--- src/rtl/pcl_pkg.sv ---
// Shared constants, codes and types for the positional character list.
package pcl_pkg;

  // Number of byte cells in the chain.
  localparam int CAPACITY = 32;

  // Field widths fixed by the interface.
  localparam int POS_W  = 6;
  localparam int CHAR_W = 8;

  // Cell index, fill count and a compare width that holds both count+1 and a position.
  localparam int IDX_W = (CAPACITY > 1) ? $clog2(CAPACITY) : 1;
  localparam int CNT_W = $clog2(CAPACITY + 1);
  localparam int CMP_W = ((CNT_W > POS_W) ? CNT_W : POS_W) + 1;

  typedef enum logic [1:0] {
    ACT_INSERT = 2'd0,
    ACT_REMOVE = 2'd1,
    ACT_READ   = 2'd2,
    ACT_DUMP   = 2'd3
  } action_t;

  typedef enum logic [1:0] {
    ST_OK     = 2'd0,
    ST_BADPOS = 2'd1,
    ST_FULL   = 2'd2,
    ST_EMPTY  = 2'd3
  } status_t;

  // Control broadcast to every cell of the chain.
  typedef struct packed {
    logic              ins;
    logic              rem;
    logic [IDX_W-1:0]  k;
    logic [CHAR_W-1:0] din;
  } cell_ctl_t;

endpackage

--- src/rtl/pcl_cell.sv ---
// One storage cell of the chain: holds a byte and shifts with its neighbors.
module pcl_cell (
  input  logic                         clk,
  input  pcl_pkg::cell_ctl_t           ctl,
  input  logic [pcl_pkg::IDX_W-1:0]    my_idx,
  input  logic [pcl_pkg::CHAR_W-1:0]   left_q,
  input  logic [pcl_pkg::CHAR_W-1:0]   right_q,
  output logic [pcl_pkg::CHAR_W-1:0]   q
);

  logic [pcl_pkg::CHAR_W-1:0] data_r;
  logic [pcl_pkg::CHAR_W-1:0] data_nxt;

  // An insert loads the new byte at index k and shifts the cells above it up; a remove closes the gap at index k.
  always_comb begin
    data_nxt = data_r;
    if (ctl.ins) begin
      if (my_idx == ctl.k) begin
        data_nxt = ctl.din;
      end else if (my_idx > ctl.k) begin
        data_nxt = left_q;
      end
    end else if (ctl.rem) begin
      if (my_idx >= ctl.k) begin
        data_nxt = right_q;
      end
    end
  end

  always_ff @(posedge clk) begin
    data_r <= data_nxt;
  end

  assign q = data_r;

endmodule

--- src/rtl/pcl_chain.sv ---
// Row of byte cells with a read select for one rank.
module pcl_chain (
  input  logic                         clk,
  input  pcl_pkg::cell_ctl_t           ctl,
  input  logic [pcl_pkg::IDX_W-1:0]    rd_idx,
  output logic [pcl_pkg::CHAR_W-1:0]   rd_data
);

  logic [pcl_pkg::CHAR_W-1:0] q [pcl_pkg::CAPACITY];

  // Each cell sees its left and right neighbor; the ends see zero.
  for (genvar i = 0; i < pcl_pkg::CAPACITY; i++) begin : g_cell
    logic [pcl_pkg::CHAR_W-1:0] left_q;
    logic [pcl_pkg::CHAR_W-1:0] right_q;

    if (i == 0) begin : g_first
      assign left_q = '0;
    end else begin : g_mid_l
      assign left_q = q[i-1];
    end

    if (i == pcl_pkg::CAPACITY - 1) begin : g_last
      assign right_q = '0;
    end else begin : g_mid_r
      assign right_q = q[i+1];
    end

    pcl_cell u_cell (
      .clk     (clk),
      .ctl     (ctl),
      .my_idx  (pcl_pkg::IDX_W'(i)),
      .left_q  (left_q),
      .right_q (right_q),
      .q       (q[i])
    );
  end

  // Single read select shared by rank reads and the dump walk.
  assign rd_data = q[rd_idx];

endmodule

--- src/rtl/positional_char_list.sv ---
// Positional character list: an ordered byte list kept in a shifting chain of
// cells and addressed by 1-based rank. Insert and remove shift or load every
// cell in parallel and a read selects one cell; the result of each is offered
// in the cycle after the item is taken. A dump walks the chain through a single
// read select, one byte per cycle while the output does not stall, with one
// step per stored byte after the step that takes the item.
// No new item is taken until the cycle in which the dump's last result
// transfers. Results go out through one output register, and an item is taken
// only when that register is empty or its result transfers in the same cycle,
// so a stalled result holds the input stalled as well.
module positional_char_list (
  input  logic                        clk,
  input  logic                        rst_n,
  input  logic                        in_valid,
  output logic                        in_stall,
  input  logic [1:0]                  in_action,
  input  logic [pcl_pkg::POS_W-1:0]   in_position,
  input  logic [pcl_pkg::CHAR_W-1:0]  in_char_in,
  output logic                        out_valid,
  input  logic                        out_stall,
  output logic [1:0]                  out_status,
  output logic [pcl_pkg::CHAR_W-1:0]  out_char_out,
  output logic                        out_last
);

  typedef enum logic {S_IDLE, S_DUMP} state_t;

  state_t                       state_r;
  logic [pcl_pkg::CNT_W-1:0]    count_r;
  logic [pcl_pkg::IDX_W-1:0]    dump_idx_r;
  logic                         out_valid_r;
  pcl_pkg::status_t             out_status_r;
  logic [pcl_pkg::CHAR_W-1:0]   out_char_r;
  logic                         out_last_r;

  logic                         out_free;
  logic                         out_load;
  logic                         accept;
  logic [pcl_pkg::CMP_W-1:0]    pos_ext;
  logic [pcl_pkg::CMP_W-1:0]    cnt_ext;
  logic                         bad_pos;
  logic                         is_full;
  logic [pcl_pkg::CMP_W-1:0]    k_full;
  pcl_pkg::cell_ctl_t           ctl;
  logic [pcl_pkg::IDX_W-1:0]    rd_idx;
  logic [pcl_pkg::CHAR_W-1:0]   rd_data;
  logic                         dump_end;

  // Output register is free when empty or when its transfer happens now.
  assign out_free = !out_valid_r || !out_stall;
  assign in_stall = (state_r != S_IDLE) || !out_free;
  assign accept   = in_valid && !in_stall;

  // A new result enters the output register for every taken item except a
  // dump of a non-empty list, and for every step of the dump walk.
  assign out_load = (state_r == S_IDLE) ?
                    (accept && !((in_action == pcl_pkg::ACT_DUMP) && (count_r != '0))) :
                    out_free;

  // Rank checks against the fill count.
  assign pos_ext = pcl_pkg::CMP_W'(in_position);
  assign cnt_ext = pcl_pkg::CMP_W'(count_r);
  assign is_full = (count_r == pcl_pkg::CNT_W'(pcl_pkg::CAPACITY));
  always_comb begin
    if (in_action == pcl_pkg::ACT_INSERT) begin
      bad_pos = (pos_ext == '0) || (pos_ext > cnt_ext + pcl_pkg::CMP_W'(1));
    end else begin
      bad_pos = (pos_ext == '0) || (pos_ext > cnt_ext);
    end
  end

  // Chain control: shift only on a valid, successful insert or remove.
  assign k_full  = pos_ext - pcl_pkg::CMP_W'(1);
  assign ctl.k   = k_full[pcl_pkg::IDX_W-1:0];
  assign ctl.din = in_char_in;
  assign ctl.ins = accept && (in_action == pcl_pkg::ACT_INSERT) && !bad_pos && !is_full;
  assign ctl.rem = accept && (in_action == pcl_pkg::ACT_REMOVE) && !bad_pos;

  assign rd_idx   = (state_r == S_DUMP) ? dump_idx_r : ctl.k;
  assign dump_end = (pcl_pkg::CNT_W'(dump_idx_r) + pcl_pkg::CNT_W'(1) == count_r);

  pcl_chain u_chain (
    .clk     (clk),
    .ctl     (ctl),
    .rd_idx  (rd_idx),
    .rd_data (rd_data)
  );

  // Sequencer, fill count and output register.
  always_ff @(posedge clk) begin
    if (!rst_n) begin
      state_r     <= S_IDLE;
      count_r     <= '0;
      dump_idx_r  <= '0;
      out_valid_r <= 1'b0;
    end else begin
      if (out_load) begin
        out_valid_r <= 1'b1;
      end else if (out_valid_r && !out_stall) begin
        out_valid_r <= 1'b0;
      end
      unique case (state_r)
        S_IDLE: begin
          if (accept) begin
            if (in_action == pcl_pkg::ACT_DUMP) begin
              if (count_r == '0) begin
                out_status_r <= pcl_pkg::ST_EMPTY;
                out_char_r   <= '0;
                out_last_r   <= 1'b1;
              end else begin
                state_r    <= S_DUMP;
                dump_idx_r <= '0;
              end
            end else begin
              out_last_r  <= 1'b1;
              out_char_r  <= '0;
              if (bad_pos) begin
                out_status_r <= pcl_pkg::ST_BADPOS;
              end else if (in_action == pcl_pkg::ACT_INSERT && is_full) begin
                out_status_r <= pcl_pkg::ST_FULL;
              end else begin
                out_status_r <= pcl_pkg::ST_OK;
                if (in_action == pcl_pkg::ACT_READ) begin
                  out_char_r <= rd_data;
                end
                if (ctl.ins) begin
                  count_r <= count_r + pcl_pkg::CNT_W'(1);
                end else if (ctl.rem) begin
                  count_r <= count_r - pcl_pkg::CNT_W'(1);
                end
              end
            end
          end
        end
        S_DUMP: begin
          if (out_free) begin
            out_status_r <= pcl_pkg::ST_OK;
            out_char_r   <= rd_data;
            out_last_r   <= dump_end;
            if (dump_end) begin
              state_r <= S_IDLE;
            end else begin
              dump_idx_r <= dump_idx_r + pcl_pkg::IDX_W'(1);
            end
          end
        end
        default: begin
          state_r <= S_IDLE;
        end
      endcase
    end
  end

  assign out_valid    = out_valid_r;
  assign out_status   = out_status_r;
  assign out_char_out = out_char_r;
  assign out_last     = out_last_r;

endmodule

--- config.mk ---
export PLATFORM = sky130hd
export DESIGN_NAME = positional_char_list
export DESIGN_NICKNAME = d
export VERILOG_FILES = /design/src/rtl/pcl_pkg.sv /design/src/rtl/pcl_cell.sv /design/src/rtl/pcl_chain.sv /design/src/rtl/positional_char_list.sv
export SDC_FILE = /design/constraint.sdc
export NUM_CORES = 1
export LEC_CHECK = 0
export BUFFER_PORTS_ARGS = -buffer_cell sky130_fd_sc_hd__buf_4
export CAP_MARGIN = 20
export CORE_MARGIN = 2
export CORE_UTILIZATION = 25
export DETAILED_ROUTE_END_ITERATION = 16
export PLACE_DENSITY = 0.45
export SETUP_SLACK_MARGIN = 0.4
export SLEW_MARGIN = 25
export SYNTH_ARGS = -nofsm -noshare
export SYNTH_HDL_FRONTEND = slang
export SYNTH_SLANG_ARGS = --single-unit
--- constraint.sdc ---
create_clock -name clk -period 5.1 [get_ports clk]
set_input_delay 1.02 -clock clk [delete_from_list [all_inputs] [get_ports clk]]
set_output_delay 1.02 -clock clk [all_outputs]
set_load 0.02 [all_outputs]
Word level (Yosys, flattened, before mapping) --
Index checks and enable logic that the tools add are counted.
Operators by class: order comparisons 67, multiplexer cells 202, $add $sub $neg 6, eq/ne operators 74, reductions and logical operators 95, bitwise logic cells 5
Operators with widths (number):
- 2-to-1 mux 8 bit | 169
- inequality test 3 x 1 -> 1 bit (second input constant) | 32
- AND reduction 3 bit | 32
- == test 5 bit (first input constant) | 16
- >= comparator 5 bit (first input constant) | 16
- > comparator 5 bit (first input constant) | 16
- nonzero test 2 bit | 34
- binary-select mux 8 bit (select 5 bit) | 1
- == test 4 x 5 -> 1 bit (first input constant) | 8
- >= comparator 4 x 5 -> 1 bit (first input constant) | 8
- > comparator 4 x 5 -> 1 bit (first input constant) | 8
- 2-to-1 mux 5 bit | 6
- == test 3 x 5 -> 1 bit (first input constant) | 4
- >= comparator 3 x 5 -> 1 bit (first input constant) | 4
- > comparator 3 x 5 -> 1 bit (first input constant) | 4
- one-hot mux 8 bit (2 select lines) | 1
- 2-to-1 mux 1 bit | 13
- 2-to-1 mux 2 bit | 6
- 2-to-1 mux 6 bit | 2
- == test 2 x 5 -> 1 bit (first input constant) | 2
- >= comparator 1 x 5 -> 1 bit (first input constant) | 2
- >= comparator 2 x 5 -> 1 bit (first input constant) | 2
- > comparator 1 x 5 -> 1 bit (first input constant) | 2
- > comparator 2 x 5 -> 1 bit (first input constant) | 2
- other kinds (33) | 59
Storage, ports and cells: flip-flop bits (word level) 280, input port bits 20, output and inout bits 13, word-level logic and storage cells 488

Longest topological paths before layout --
Gate-level depths: netlist of run 1.
depth after elaboration 12, depth in mapped cells 23, gate-level depth less buffers 19

By module --
Synthesis of run 1 repeated with hierarchy kept, for this count alone.
Unflattened totals: cell total of the unflattened synthesis 2429, area, all modules 23033.3 sq um
By module, submodules not included:
- pcl_cell | cells each 65, seq. area each 240.2 sq um, instances 32, area an instance 590.6 sq um
- positional_char_list | cells each 240, seq. area each 590.6 sq um, instances 1, area an instance 2133.3 sq um
- pcl_chain | cells each 109, seq. area each 0.0 sq um, instances 1, area an instance 2001.9 sq um

Worst setup path after synthesis of run 1 --
No wires, ideal clock.
kind input port to flip-flop, start point input port in_position[0] in the netlist's numbering, end point register count_r[5] in the netlist's numbering, cell stages on the path 20, setup slack 0.346 ns, path buffers 5, data arrival time 4.632 ns, path through buf_6 -> clkinv_1 -> buf_1 -> ha_1 -> nand2b_1 -> a21oi_1 -> a211oi_1 -> nor3_1 -> nor2_4 -> nand4_2 -> buf_2 -> buf_4 -> buf_2 -> ha_1 -> a21o_1 -> a21oi_1 -> o21bai_1 -> a21oi_1 -> xnor2_1 -> o311a_1
On the way: word-level cells in the longest chain between the ends 8, elaborated cells between the ends (all ways) 14, classes of those cells order compare: 2; mux: 2; bitwise: 1; reduce/logical: 9
Ends and longest elaborated chain:
- start, declared | line positional_char_list.sv:17 | input logic [pcl_pkg::POS_W-1:0] in_position,
- > comparator 6 x 7 -> 1 bit (tied with other cells) | line positional_char_list.sv:66 | bad_pos = (pos_ext == '0) || (pos_ext > cnt_ext + pcl_pkg::CMP_W'(1));
- logical OR 1 bit, on equally long branches | line positional_char_list.sv:66, positional_char_list.sv:68
- 2-to-1 mux 1 bit (*) | line positional_char_list.sv:65 | if (in_action == pcl_pkg::ACT_INSERT) begin
- logical NOT 1 bit | line positional_char_list.sv:76, positional_char_list.sv:77
- logical AND 1 bit (2 in a row) | line positional_char_list.sv:76 | assign ctl.ins = accept && (in_action == pcl_pkg::ACT_INSERT) && !bad_pos && !is_full;
- nonzero test 2 bit (no source line)
- AND reduction 6 bit (no source line)
- end signal, assigned | line positional_char_list.sv:127 | count_r <= count_r + pcl_pkg::CNT_W'(1);
- end signal, assigned | line positional_char_list.sv:129 | count_r <= count_r - pcl_pkg::CNT_W'(1);
- end, declared | line positional_char_list.sv:29 | logic [pcl_pkg::CNT_W-1:0] count_r;
Mark *: on every way between the ends. The rest lies on a longest branch, timed or not. A chain may end at the register's enable or synchronous reset.

Worst setup path after layout of run 1 --
start point register count_r[2] in the netlist's numbering, end point register count_r[5] in the netlist's numbering
On the way: word-level cells in the longest chain between the ends 9, elaborated cells between the ends (all ways) 21, classes of those cells add/sub: 3; order compare: 2; eq/ne: 1; mux: 3; bitwise: 2; reduce/logical: 10
Ends and longest elaborated chain (line):
- adder 6 x 1 -> 7 bit | positional_char_list.sv:66
- > comparator 6 x 7 -> 1 bit | positional_char_list.sv:66
- logical OR 1 bit | positional_char_list.sv:66
- 2-to-1 mux 1 bit | positional_char_list.sv:65
- logical NOT 1 bit | positional_char_list.sv:76, positional_char_list.sv:77
- logical AND 1 bit (2 in a row) | positional_char_list.sv:76
- nonzero test 2 bit (no source line)
- AND reduction 6 bit (no source line)
Several ways; a longest one is shown, not always the timed one. The select of a mux whose other input is x is not followed.

==> results by group, run 1 <==
Timing
  – Crit share post-route: between 80% and 90%
  – Final Hold Fails: 0
  – Clock skew: 0.0277 ns
  – Final Slew Violations: 0
  – Setup-failing EPs final: 0
  – Fin crit period: between 4 and 5 ns
  – Slew margin rel.: a little under a fifth
  – Setup TNS: 0 ns
  – Pin slew with the least headroom to its limit: about 1.2 ns
  – RSZ-0062 raised after global routing: no
  – FMAX: between 0.2 and 0.25 GHz

Critical path
  – WP data arrival: 4.52 ns
  – Buf/Inv on CP: 1
  – Critical path depth: 18
  – Worst path slowest cell: dfxtp_1
  – CP Cell Sequence: inv_1 -> nor3_1 -> nand3_1 -> xnor2_1 -> ha_1 -> nand3_1 -> o21ai_0 -> a31oi_1 -> o31a_1 -> nor2_4 -> nand4_4 -> ha_1 -> a21o_1 -> a21oi_1 -> o21bai_1 -> a21oi_1 -> xnor2_1 -> o311a_1
  – CP Launch Type: flip-flop
  – Worst-path fanout max: 8
  – Type of the worst setup path: flip-flop to flip-flop
  – Worst EP required: 5.54 ns
  – Delay-heaviest family, CP: compound AO/OA/AOI/OAI gates
  – Slowest stage delay, CP: 0.58 ns
  – R2R cell count: 18
  – R2R setup slack: roughly 1.0 ns
  – Crit end category: flip-flop

Routing
  – Residual DRC: 0
  – Via count: around 13000
  – Antenna viol nets, final: 0
  – DR iter-0 viols: 961
  – Vias per cell: approximately 5.1
  – WL per Instance: approximately 25 µm
  – Final wirelength: ~63 mm
  – First-pass DRT Iterations: 7

Logic synthesis
  – Yosys reg bits: 280
  – Largest cells by area after synthesis: edfxtp_1, mux2_2, mux4_2
  – Mux share of post-synthesis cell area: between 30% and 40%
  – Post-synth EDFFs: 267
  – Syn Area/Cell: 12.6 µm²
  – Main combinational cell family by area after synthesis: multiplexers
  – Post-synthesis adder-cell area fraction: approximately 1.6%
  – Sequential area share after synthesis: 43.6%
  – Synth warn: 0
  – Synth top cells by count: mux2_2, edfxtp_1, nor2_1
  – Synth Flop Type: edfxtp_1
  – Post-synthesis xor/xnor area fraction: under 10%
  – Mapped Area: 19000 µm²
  – Netlist cell types: 81
  – Most frequent cell after synthesis: mux2_2
  – Synth Area in Compound Gates: a little under 7%
  – Syn nets: 1556
  – Simple logic cell fraction of the synthesized area: roughly 8.5%
  – Synth top area share: 42.2%
  – Synth area leader: edfxtp_1
  – Ys async rst share: 0%
  – Synth Instances: between 1500 and 2000

Floorplan
  – Site row count: just over 100
  – Initial Util: between 20% and 30%
  – Core Area: about 76000 µm²
  – Die X-Extent: 280 µm
  – Die Ht: roughly 280 µm
  – I/O Pins: 33
  – Die ar.: 78100 µm²

Power
  – Leakage: 7.34 nW
  – Maximum VDD drop: 0.198 mV
  – PD cells: around 300 nW/µm²

Layout
  – Fin cells: 2516
  – Area Growth Syn to Fin: 13.1%
  – Antenna cell count: 0
  – Share of cells above drive strength 1: around 44%
  – Fin nets: about 1600

CTS
  – Clk slew on worst S/H paths: 0.06 ns
  – Root Driver: clkbuf_16
  – Post-CTS sizing: 0
  – H-tree depth: 2
  – CTS Buffer Depth: 3
  – CTS sink cnt: 280
  – CTS tree: built
  – Count of hold-fix buffers inserted at cts: 0
  – Number of post-CTS setup repair buffers: 0
  – Num CTS Buffers: 38
  – Clock latency on the worst-skew pair: 0.58 ns

Outcome
  – Status: complete, no violations

Placed design
  – Cells after DPL: ~2500
  – Port Buf Inserts: 32
  – GPL Wtd Cong: about 0.84
  – Post-DP HPWL: ~45 mm

GRT
  – Largest net degree at the start of global routing: 169
  – GRT Overall Usage: about 16%
  – GRT overflow: 0
  – Antenna violations before repair: 0
  – Vias in the first global route: around 13000
  – Global-route wire length before repair: roughly 90 mm

Run
  – Max Cap Viol: 0

Min path
  – WHS Path Cells: 1
  – Min-Delay Path Class: flip-flop to flip-flop
==> worst register-to-register path, delay by kind of cell (launching register included) <==
kind / cells / cell delay, ns
AO/OA/AOI/OAI: 8 / 1.43
XOR/XNOR: 2 / 0.27
buffers and inverters: 1 / 0.11
flip-flops: 1 / 0.58
adder cells (fa/ha/maj): 2 / 0.62
AND/OR/NAND/NOR: 5 / 0.97
==> metal layers <==
| layer | vias up | wire, µm | global-route usage (%) |
|---|---|---|---|
| met5 | - | 0 | 0 |
| met4 | 0 | 1800 | 4.84 |
| met3 | 92 | 2740 | 2.65 |
| met2 | 290 | 29700 | 26.2 |
| met1 | 6529 | 28500 | 21.5 |
| li1 | 5802 | - | - |
==> area by class of cell <==
type	instances	area [µm²]
Timing Repair Buffer	82	653
Fill cell	7787	54100
Clock buffer	47	1010
Clock inverter	17	176
Tap cell	978	1220
Inverter	31	116
Multi-Input combinational cell	1081	10000
Sequential cell	280	8280
==> cells in the final DEF, fill, tap and decap left out, drive strengths merged, types with 18 or more instances in the layout <==
cell type | synthesis | final
mux2 | 479 | 479
edfxtp | 267 | 267
nor2 | 87 | 87
buf | 70 | 82
nand2 | 80 | 80
a21oi | 50 | 50
clkbuf | 50 | 47
nand3 | 43 | 43
mux4 | 39 | 39
inv | 30 | 33
nor2b | 29 | 29
o21ai | 28 | 28
a211oi | 27 | 27
ha | 23 | 23
xnor2 | 21 | 21
mux2i | 18 | 18
nor3 | 18 | 18
==> state kept, by name, indices dropped and copies added, names as in the netlist <==
register and flops:
out_char_out 8, dump_idx_r 5, out_status 2, out_valid 1, state_r 1, u_chain.g_cell.u_cell.q 256
count_r 6, out_last 1
==> stage by stage <==
step | hold WS [ns] | utilization, % | power, mW | area, µm² | worst slack (ns)
after floorplan | 0.517 | - | 3.41 | 19000 | 0.523
after global placement | 0.564 | 26.8 | 3.78 | 20300 | 0.690
after detailed placement | 0.561 | 26.8 | 3.79 | 20300 | 0.706
after CTS | 0.578 | 28.4 | 6.44 | 21500 | 1.03
after global routing | 0.612 | 28.4 | 6.60 | 21500 | 0.682
final | 0.578 | 28.4 | 6.37 | 21500 | 1.02
==> power breakdown <==
group | internal [mW] | total (mW) | leakage [nW] | switching (mW)
Combinational | 0.440 | 1.07 | 4.23 | 0.631
Clock | 1.55 | 2.63 | 0.583 | 1.08
Sequential | 2.60 | 2.67 | 2.53 | 0.0741
==> cells by family after synthesis <==
logic type | count (synthesis)
AO/OA/AOI/OAI | 189
XOR/XNOR | 27
adder cells (fa/ha/maj) | 24
buffers and inverters | 151
flip-flops | 280
multiplexers | 536
AND/OR/NAND/NOR | 305
==> final timing paths <==
check | from | end
worst max-delay path | count_r[2] | count_r[5]
worst min-delay path | u_chain.g_cell[31].u_cell.q[7] | u_chain.g_cell[30].u_cell.q[7]
worst max register to register | count_r[2] | count_r[5]
worst min register to register | u_chain.g_cell[31].u_cell.q[7] | u_chain.g_cell[30].u_cell.q[7]
No activity file was read; power rests on OpenSTA's default activity.
==> run 2, diff against run 1 <==
==> constraint.sdc (replaced) <==
create_clock -name clk -period 3.8 [get_ports clk]
set_input_delay 0.76 -clock clk [delete_from_list [all_inputs] [get_ports clk]]
set_output_delay 0.76 -clock clk [all_outputs]
set_load 0.02 [all_outputs]
==> run 2 against run 1 <==
Combinational power grew 50%. Design area up 3.5%. Clock-buffer cell count up 4. Register-to-register slack got worse by 0.52 ns. Worst setup slack lost 0.53 ns. Highest routed layer unchanged.
==> results by group, run 2 (synthesized netlist as in run 1, its figures left out) <==
Routing
  – WL per Instance: 24.7 µm (was 24.9 µm)
  – DR top layer: met4 (unchanged)
  – Met1 WL: 29.1 mm (was 28.5 mm)
  – Met2 wire length: 29.8 mm (was 29.7 mm)
  – Antenna viol nets, final: 0 (unchanged)
  – Routed met3 length: 3.23 mm (was 2.74 mm)
  – Residual DRC: 0 (unchanged)
  – First-pass DRT Iterations: 5 (was 7)
  – Vias per cell: 5.08 (was 5.05)
  – DR iter-0 viols: 958 (was 961)
  – Via count: 13200 (was 12700)
  – Final wirelength: 64.0 mm (was 62.8 mm)

Layout
  – Share of cells above drive strength 1: 48.1% (was 44.0%)
  – Antenna cell count: 0 (unchanged)
  – Most common cell after layout, fill and taps aside: mux2_2 (unchanged)
  – Fin nets: 1636 (was 1558)
  – Commonest non-fill, non-tap cells in the layout: mux2_2, edfxtp_1, buf_4 (was mux2_2, edfxtp_1, nor2_1)
  – Area Growth Syn to Fin: 17.1% (was 13.1%)
  – Max reg flops: 256 (unchanged)

Power
  – Int Power: 6.04 mW (was 4.59 mW)
  – Seq pwr share: 42.5% (was 42.0%)
  – Switch Pwr: 2.40 mW (was 1.78 mW)
  – Clk pwr share: 38.6% (was 41.2%)
  – Switch share: 28.5% (was 27.9%)
  – PD cells: 380 nW/µm² (was 297 nW/µm²)
  – Pwr Total: 8.44 mW (was 6.37 mW)
  – Leakage: 7.74 nW (was 7.34 nW)
  – Maximum VDD drop: 0.281 mV (was 0.198 mV)
  – Comb pwr share: 18.9% (was 16.8%)

Timing
  – Slew margin rel.: 54.8% (was 18.2%)
  – Final Slew Violations: 0 (unchanged)
  – Pin slew with the least headroom to its limit: 0.678 ns (was 1.23 ns)
  – Setup-failing EPs final: 0 (unchanged)
  – Fin crit period: roughly 3.3 ns
  – Crit share post-route: between 80% and 90%
  – Final Hold Fails: 0 (unchanged)
  – Clock skew: 0.0381 ns (was 0.0277 ns)
  – RSZ-0062 raised after global routing: yes (was no)
  – FMAX: slightly above 0.3 GHz
  – Setup TNS: 0 ns (unchanged)

Critical path
  – CP Launch Type: input port (was flip-flop)
  – Critical path startpoint: in_position[1] (was count_r[2])
  – Worst EP required: 4.05 ns (was 5.54 ns)
  – Worst-path fanout max: 14 (was 8)
  – Reg2Reg Launch Point: count_r[4] (was count_r[2])
  – FF-to-FF End: count_r[5] (unchanged)
  – CP Capture Point: out_char_out[5] (was count_r[5])
  – R2R cell count: 17 (was 18)
  – Critical path depth: 11 (was 18)
  – Crit end category: flip-flop (unchanged)
  – WP data arrival: 3.57 ns (was 4.52 ns)
  – R2R setup slack: 0.50 ns (was 1.02 ns)
  – Type of the worst setup path: input port to flip-flop (was flip-flop to flip-flop)
  – CP most frequent cell: buf_4
  – CP Cell Sequence: buf_4 -> inv_1 -> ha_1 -> nor3b_4 -> xor2_4 -> o21a_4 -> buf_4 -> buf_4 -> mux4_2 -> a211oi_1 -> nor4b_1 (was inv_1 -> nor3_1 -> nand3_1 -> xnor2_1 -> ha_1 -> nand3_1 -> o21ai_0 -> a31oi_1 -> o31a_1 -> nor2_4 -> nand4_4 -> ha_1 -> a21o_1 -> a21oi_1 -> o21bai_1 -> a21oi_1 -> xnor2_1 -> o311a_1)
  – Buf/Inv on CP: 4 (was 1)
  – Slowest stage delay, CP: 0.53 ns (was 0.58 ns)
  – Worst path slowest cell: a211oi_1 (was dfxtp_1)
  – Delay-heaviest family, CP: compound AO/OA/AOI/OAI gates (unchanged)

Floorplan
  – Site row count: 101 (unchanged)
  – Initial Util: 25.1% (unchanged)
  – Die X-Extent: 280 µm (unchanged)
  – Die Ht: 280 µm (unchanged)
  – Core Area: 75600 µm² (unchanged)
  – Die ar.: 78100 µm² (unchanged)
  – I/O Pins: 33 (unchanged)

CTS
  – CTS sink cnt: 280 (unchanged)
  – CTS Buffer Depth: 3 (unchanged)
  – CTS tree: built (unchanged)
  – Num CTS Buffers: 38 (unchanged)
  – H-tree depth: 2 (unchanged)
  – Root Driver: clkbuf_16 (unchanged)
  – Clock latency on the worst-skew pair: 0.57 ns (was 0.58 ns)
  – Clk slew on worst S/H paths: 0.06 ns (about the same)

GRT
  – Vias in the first global route: 13400 (was 13100)
  – GRT overflow: 0 (unchanged)
  – Global-route wire length before repair: 94.3 mm (was 92.7 mm)
  – GRT Overall Usage: 16.2% (was 16.0%)
  – Largest net degree at the start of global routing: 89 (was 169)
  – Antenna violations before repair: 0 (unchanged)

Run
  – Max Cap Viol: 0 (unchanged)

Outcome
  – Status: complete, no violations (unchanged)

Min path
  – Min-Delay Path Class: input port to flip-flop (was flip-flop to flip-flop)

Placed design
  – GPL Wtd Cong: 0.855 (was 0.835)
  – Port Buf Inserts: 32 (unchanged)
  – Post-DP HPWL: 46.8 mm (was 45.2 mm)
run 2: changes by cell type in the layout (fill, tap and decap cells not counted), sizes merged:
cell	change
buf	+78
bufinv	-3
clkbuf	+4
clkinv	+2
inv	-1
run 2: worst min path at each step:
stage             startpoint       endpoint  slack [ns]  cells past startpoint
6_report               rst_n     count_r[5]        0.47                      2
5_1_grt                rst_n     count_r[5]        0.46                      2
4_1_cts                rst_n     count_r[5]        0.43                      2
3_5_place_dp   dump_idx_r[4]  dump_idx_r[4]        0.56                      2
3_3_place_gp      count_r[4]     count_r[4]        0.56                      2
2_1_floorplan  dump_idx_r[4]  dump_idx_r[4]        0.52                      2
run 2: metal layers:
metal | track usage [%] | up-vias
met5 | 0 | -
li1 | - | 5971
met3 | 2.49 | 85
met4 | 5.18 | 0
met2 | 26.2 | 351
met1 | 22.2 | 6789
run 2: metrics by stage:
stage	instance area [µm²]	setup slack, ns	std cells	utilization [%]	hold slack, ns
2_1_floorplan	19100	0.176	1512	-	0.517
3_3_place_gp	20900	0.0991	2517	27.7	0.557
3_5_place_dp	20900	0.0360	2517	27.7	0.556
4_1_cts	22100	0.408	2588	29.2	0.431
5_1_grt	22200	0.317	2596	29.4	0.458
6_report	22200	0.489	2596	29.4	0.467
run 2: power groups by stage:
stage | combinational (mW) | sequential (mW) | clock [mW]
after global placement | 1.55 | 3.65 | 0
final | 1.60 | 3.59 | 3.26
after global routing | 1.71 | 3.59 | 3.47
after detailed placement | 1.56 | 3.65 | 0
after CTS | 1.58 | 3.58 | 3.35
after floorplan | 1.00 | 3.60 | 0
run 2: area by class of cell:
class / instances / area [µm²]
inverter: 31 / 141
clock buffer: 51 / 1000
timing repair buffer: 160 / 1330
clock inverter: 15 / 86.3
fill: 7733 / 53300
multi-input combinational: 1081 / 10200
sequential: 280 / 8290
tap: 978 / 1220
run 2: repair_timing:
| item | in CTS | in global routing |
|---|---|---|
| pin swaps | 1 | 15 |
| hold buffers | 0 | 0 |
| setup endpoints to repair | 37 | 247 |
| buffers inserted | 5 | 8 |
| gates resized for setup | 3 | 24 |
==> run 3, diff against run 2 <==
--- a/config.mk
+++ b/config.mk
@@ -11,6 +11,7 @@
 export CORE_UTILIZATION = 25
 export DETAILED_ROUTE_END_ITERATION = 16
 export PLACE_DENSITY = 0.45
+export RECOVER_POWER = 50
 export SETUP_SLACK_MARGIN = 0.4
 export SLEW_MARGIN = 25
 export SYNTH_ARGS = -nofsm -noshare
==> run 3 against run 2 <==
Worst setup slack got worse by 0.14 ns. Register-to-register slack got worse by 0.15 ns. Clock skew increased by 0.0016 ns. Non-clock buffer count unchanged. Sequential cell count unchanged. Final cell count unchanged. Clock power about the same. Global-route usage unchanged. Total power decreased by 0.25%. First-iteration DRC count increased by 1.8%. Core utilization decreased by 0.17 points. Highest routed layer unchanged.
==> results by group, run 3 (synthesized netlist as in run 1, its figures left out) <==
Timing
  – Setup ws final: 0.346 ns (was 0.489 ns)
  – Final Slew Violations: 0 (unchanged)
  – Slew margin rel.: 39.3% (was 54.8%)
  – Clock skew: 0.0397 ns (was 0.0381 ns)
  – RSZ-0062 raised after global routing: yes (unchanged)
  – Setup-failing EPs final: 0 (unchanged)
  – Fin crit period: 3.45 ns (was 3.31 ns)
  – Setup TNS: 0 ns (unchanged)
  – Crit share post-route: 90.9% (was 87.1%)
  – FMAX: 0.289 GHz (was 0.302 GHz)
  – Final Hold Fails: 0 (unchanged)
  – Worst hold margin: 0.470 ns (was 0.467 ns)
  – Pin slew with the least headroom to its limit: 0.910 ns (was 0.678 ns)

GRT
  – Met2 usage: 26.2% (unchanged)
  – Largest net degree at the start of global routing: 89 (unchanged)
  – Grt met1 use: 22.2% (unchanged)
  – M3 GR Usage: 2.49% (unchanged)
  – GRT overflow: 0 (unchanged)
  – Global-route wire length before repair: 94.3 mm (unchanged)
  – GR peak layer: met2 (unchanged)
  – Vias in the first global route: 13400 (unchanged)
  – GRT Overall Usage: 16.2% (unchanged)
  – Antenna violations before repair: 0 (unchanged)

Routing
  – First-pass DRT Iterations: 5 (unchanged)
  – Final wirelength: 64.0 mm (about the same)
  – Vias per cell: 5.08 (about the same)
  – Antenna viol nets, final: 0 (unchanged)
  – WL per Instance: 24.7 µm (about the same)
  – DR iter-0 viols: 975 (was 958)
  – Residual DRC: 0 (unchanged)
  – Via count: 13200 (about the same)

Placed design
  – GPL Wtd Cong: 0.855 (unchanged)
  – Post-DP HPWL: 46.8 mm (unchanged)
  – Dpl cell area: 20900 µm² (unchanged)
  – Pre-CTS setup slack: 0.0360 ns (unchanged)
  – Port Buf Inserts: 32 (unchanged)

Critical path
  – Slowest stage delay, CP: 0.44 ns (was 0.53 ns)
  – Worst EP required: 4.01 ns (was 4.05 ns)
  – CP Cell Sequence: clkbuf_1 -> a21oi_1 -> nand2_1 -> nor3b_2 -> o21a_1 -> or3b_1 -> buf_4 -> inv_1 -> clkbuf_2 (was buf_4 -> inv_1 -> ha_1 -> nor3b_4 -> xor2_4 -> o21a_4 -> buf_4 -> buf_4 -> mux4_2 -> a211oi_1 -> nor4b_1)
  – Type of the worst setup path: flip-flop to flip-flop (was input port to flip-flop)
  – Crit end category: flip-flop (unchanged)
  – WP data arrival: 3.66 ns (was 3.57 ns)
  – Worst path slowest cell: or3b_1 (was a211oi_1)
  – Buf/Inv on CP: 4 (unchanged)
  – CP Launch Type: flip-flop (was input port)
  – Worst-path fanout max: 25 (was 14)
  – Delay-heaviest family, CP: buffers and inverters (was compound AO/OA/AOI/OAI gates)

Run
  – Max Cap Viol: 0 (unchanged)

Floorplan
  – Core Area: 75600 µm² (unchanged)
  – Die Ht: 280 µm (unchanged)
  – Site row count: 101 (unchanged)
  – Die X-Extent: 280 µm (unchanged)
  – Initial Util: 25.1% (unchanged)
  – Die ar.: 78100 µm² (unchanged)
  – I/O Pins: 33 (unchanged)

CTS
  – Count of hold-fix buffers inserted at cts: 0 (unchanged)
  – Clock latency on the worst-skew pair: 0.57 ns (about the same)
  – CTS Buffer Depth: 3 (unchanged)
  – Clk slew on worst S/H paths: 0.06 ns (about the same)
  – CTS tree: built (unchanged)
  – Root Driver: clkbuf_16 (unchanged)
  – H-tree depth: 2 (unchanged)
  – Num CTS Buffers: 38 (unchanged)
  – CTS sink cnt: 280 (unchanged)

Power
  – Maximum VDD drop: 0.281 mV (about the same)
  – Pwr Total: 8.42 mW (was 8.44 mW)
  – PD cells: 381 nW/µm² (was 380 nW/µm²)
  – Leakage: 7.64 nW (was 7.74 nW)

Min path
  – Min-Delay Path Class: input port to flip-flop (unchanged)

Layout
  – Most common cell after layout, fill and taps aside: mux2_2 (unchanged)
  – Fin nets: 1636 (unchanged)
  – Antenna cell count: 0 (unchanged)
  – Commonest non-fill, non-tap cells in the layout: mux2_2, edfxtp_1, buf_4 (unchanged)
  – Area Growth Syn to Fin: 16.4% (was 17.1%)
  – Post-route cell area: 22100 µm² (was 22200 µm²)
  – Share of cells above drive strength 1: 46.6% (was 48.1%)
  – Max reg flops: 256 (unchanged)

Outcome
  – Status: complete, no violations (unchanged)
-- run 3: cell type report --
class,instances,area [µm²]
timing repair buffer,160,1220
clock buffer,51,1000
clock inverter,15,86.3
fill,7762,53500
multi-input combinational,1081,10100
sequential,280,8290
inverter,31,141
tap,978,1220
-- run 3: final timing paths --
path                                     from                        endpoint  slack [ns]  cells after the start
worst max-delay path                  state_r  u_chain.g_cell[31].u_cell.q[5]        0.35                      9
worst min-delay path                    rst_n                      count_r[5]        0.47                      2
worst max register to register        state_r  u_chain.g_cell[31].u_cell.q[5]        0.35                      9
worst min register to register  dump_idx_r[4]                   dump_idx_r[4]        0.57                      2
-- run 3: metal layers --
| metal | vias to the layer above | share of wire, % |
|---|---|---|
| met1 | 6798 | 46 |
| met3 | 84 | 4.8 |
| met4 | 0 | 3.1 |
| li1 | 5966 | - |
| met2 | 345 | 46 |
| met5 | - | 0 |
-- run 3: metrics by stage --
step | utilization [%] | std cells
floorplan | - | 1512
global placement | 27.7 | 2517
detailed placement | 27.7 | 2517
CTS | 29.2 | 2588
global route | 29.2 | 2596
finish | 29.2 | 2596
-- run 3: power by group --
group	internal, mW	switching (mW)	total [mW]
Clock	1.84	1.41	3.25
Sequential	3.49	0.0956	3.59
Combinational	0.687	0.897	1.58
-- run 3: timing repair --
action / CTS / global route
pin swaps: 1 / 15
setup buffers: 5 / 8
gates resized for setup: 3 / 24
setup endpoints to repair: 37 / 247
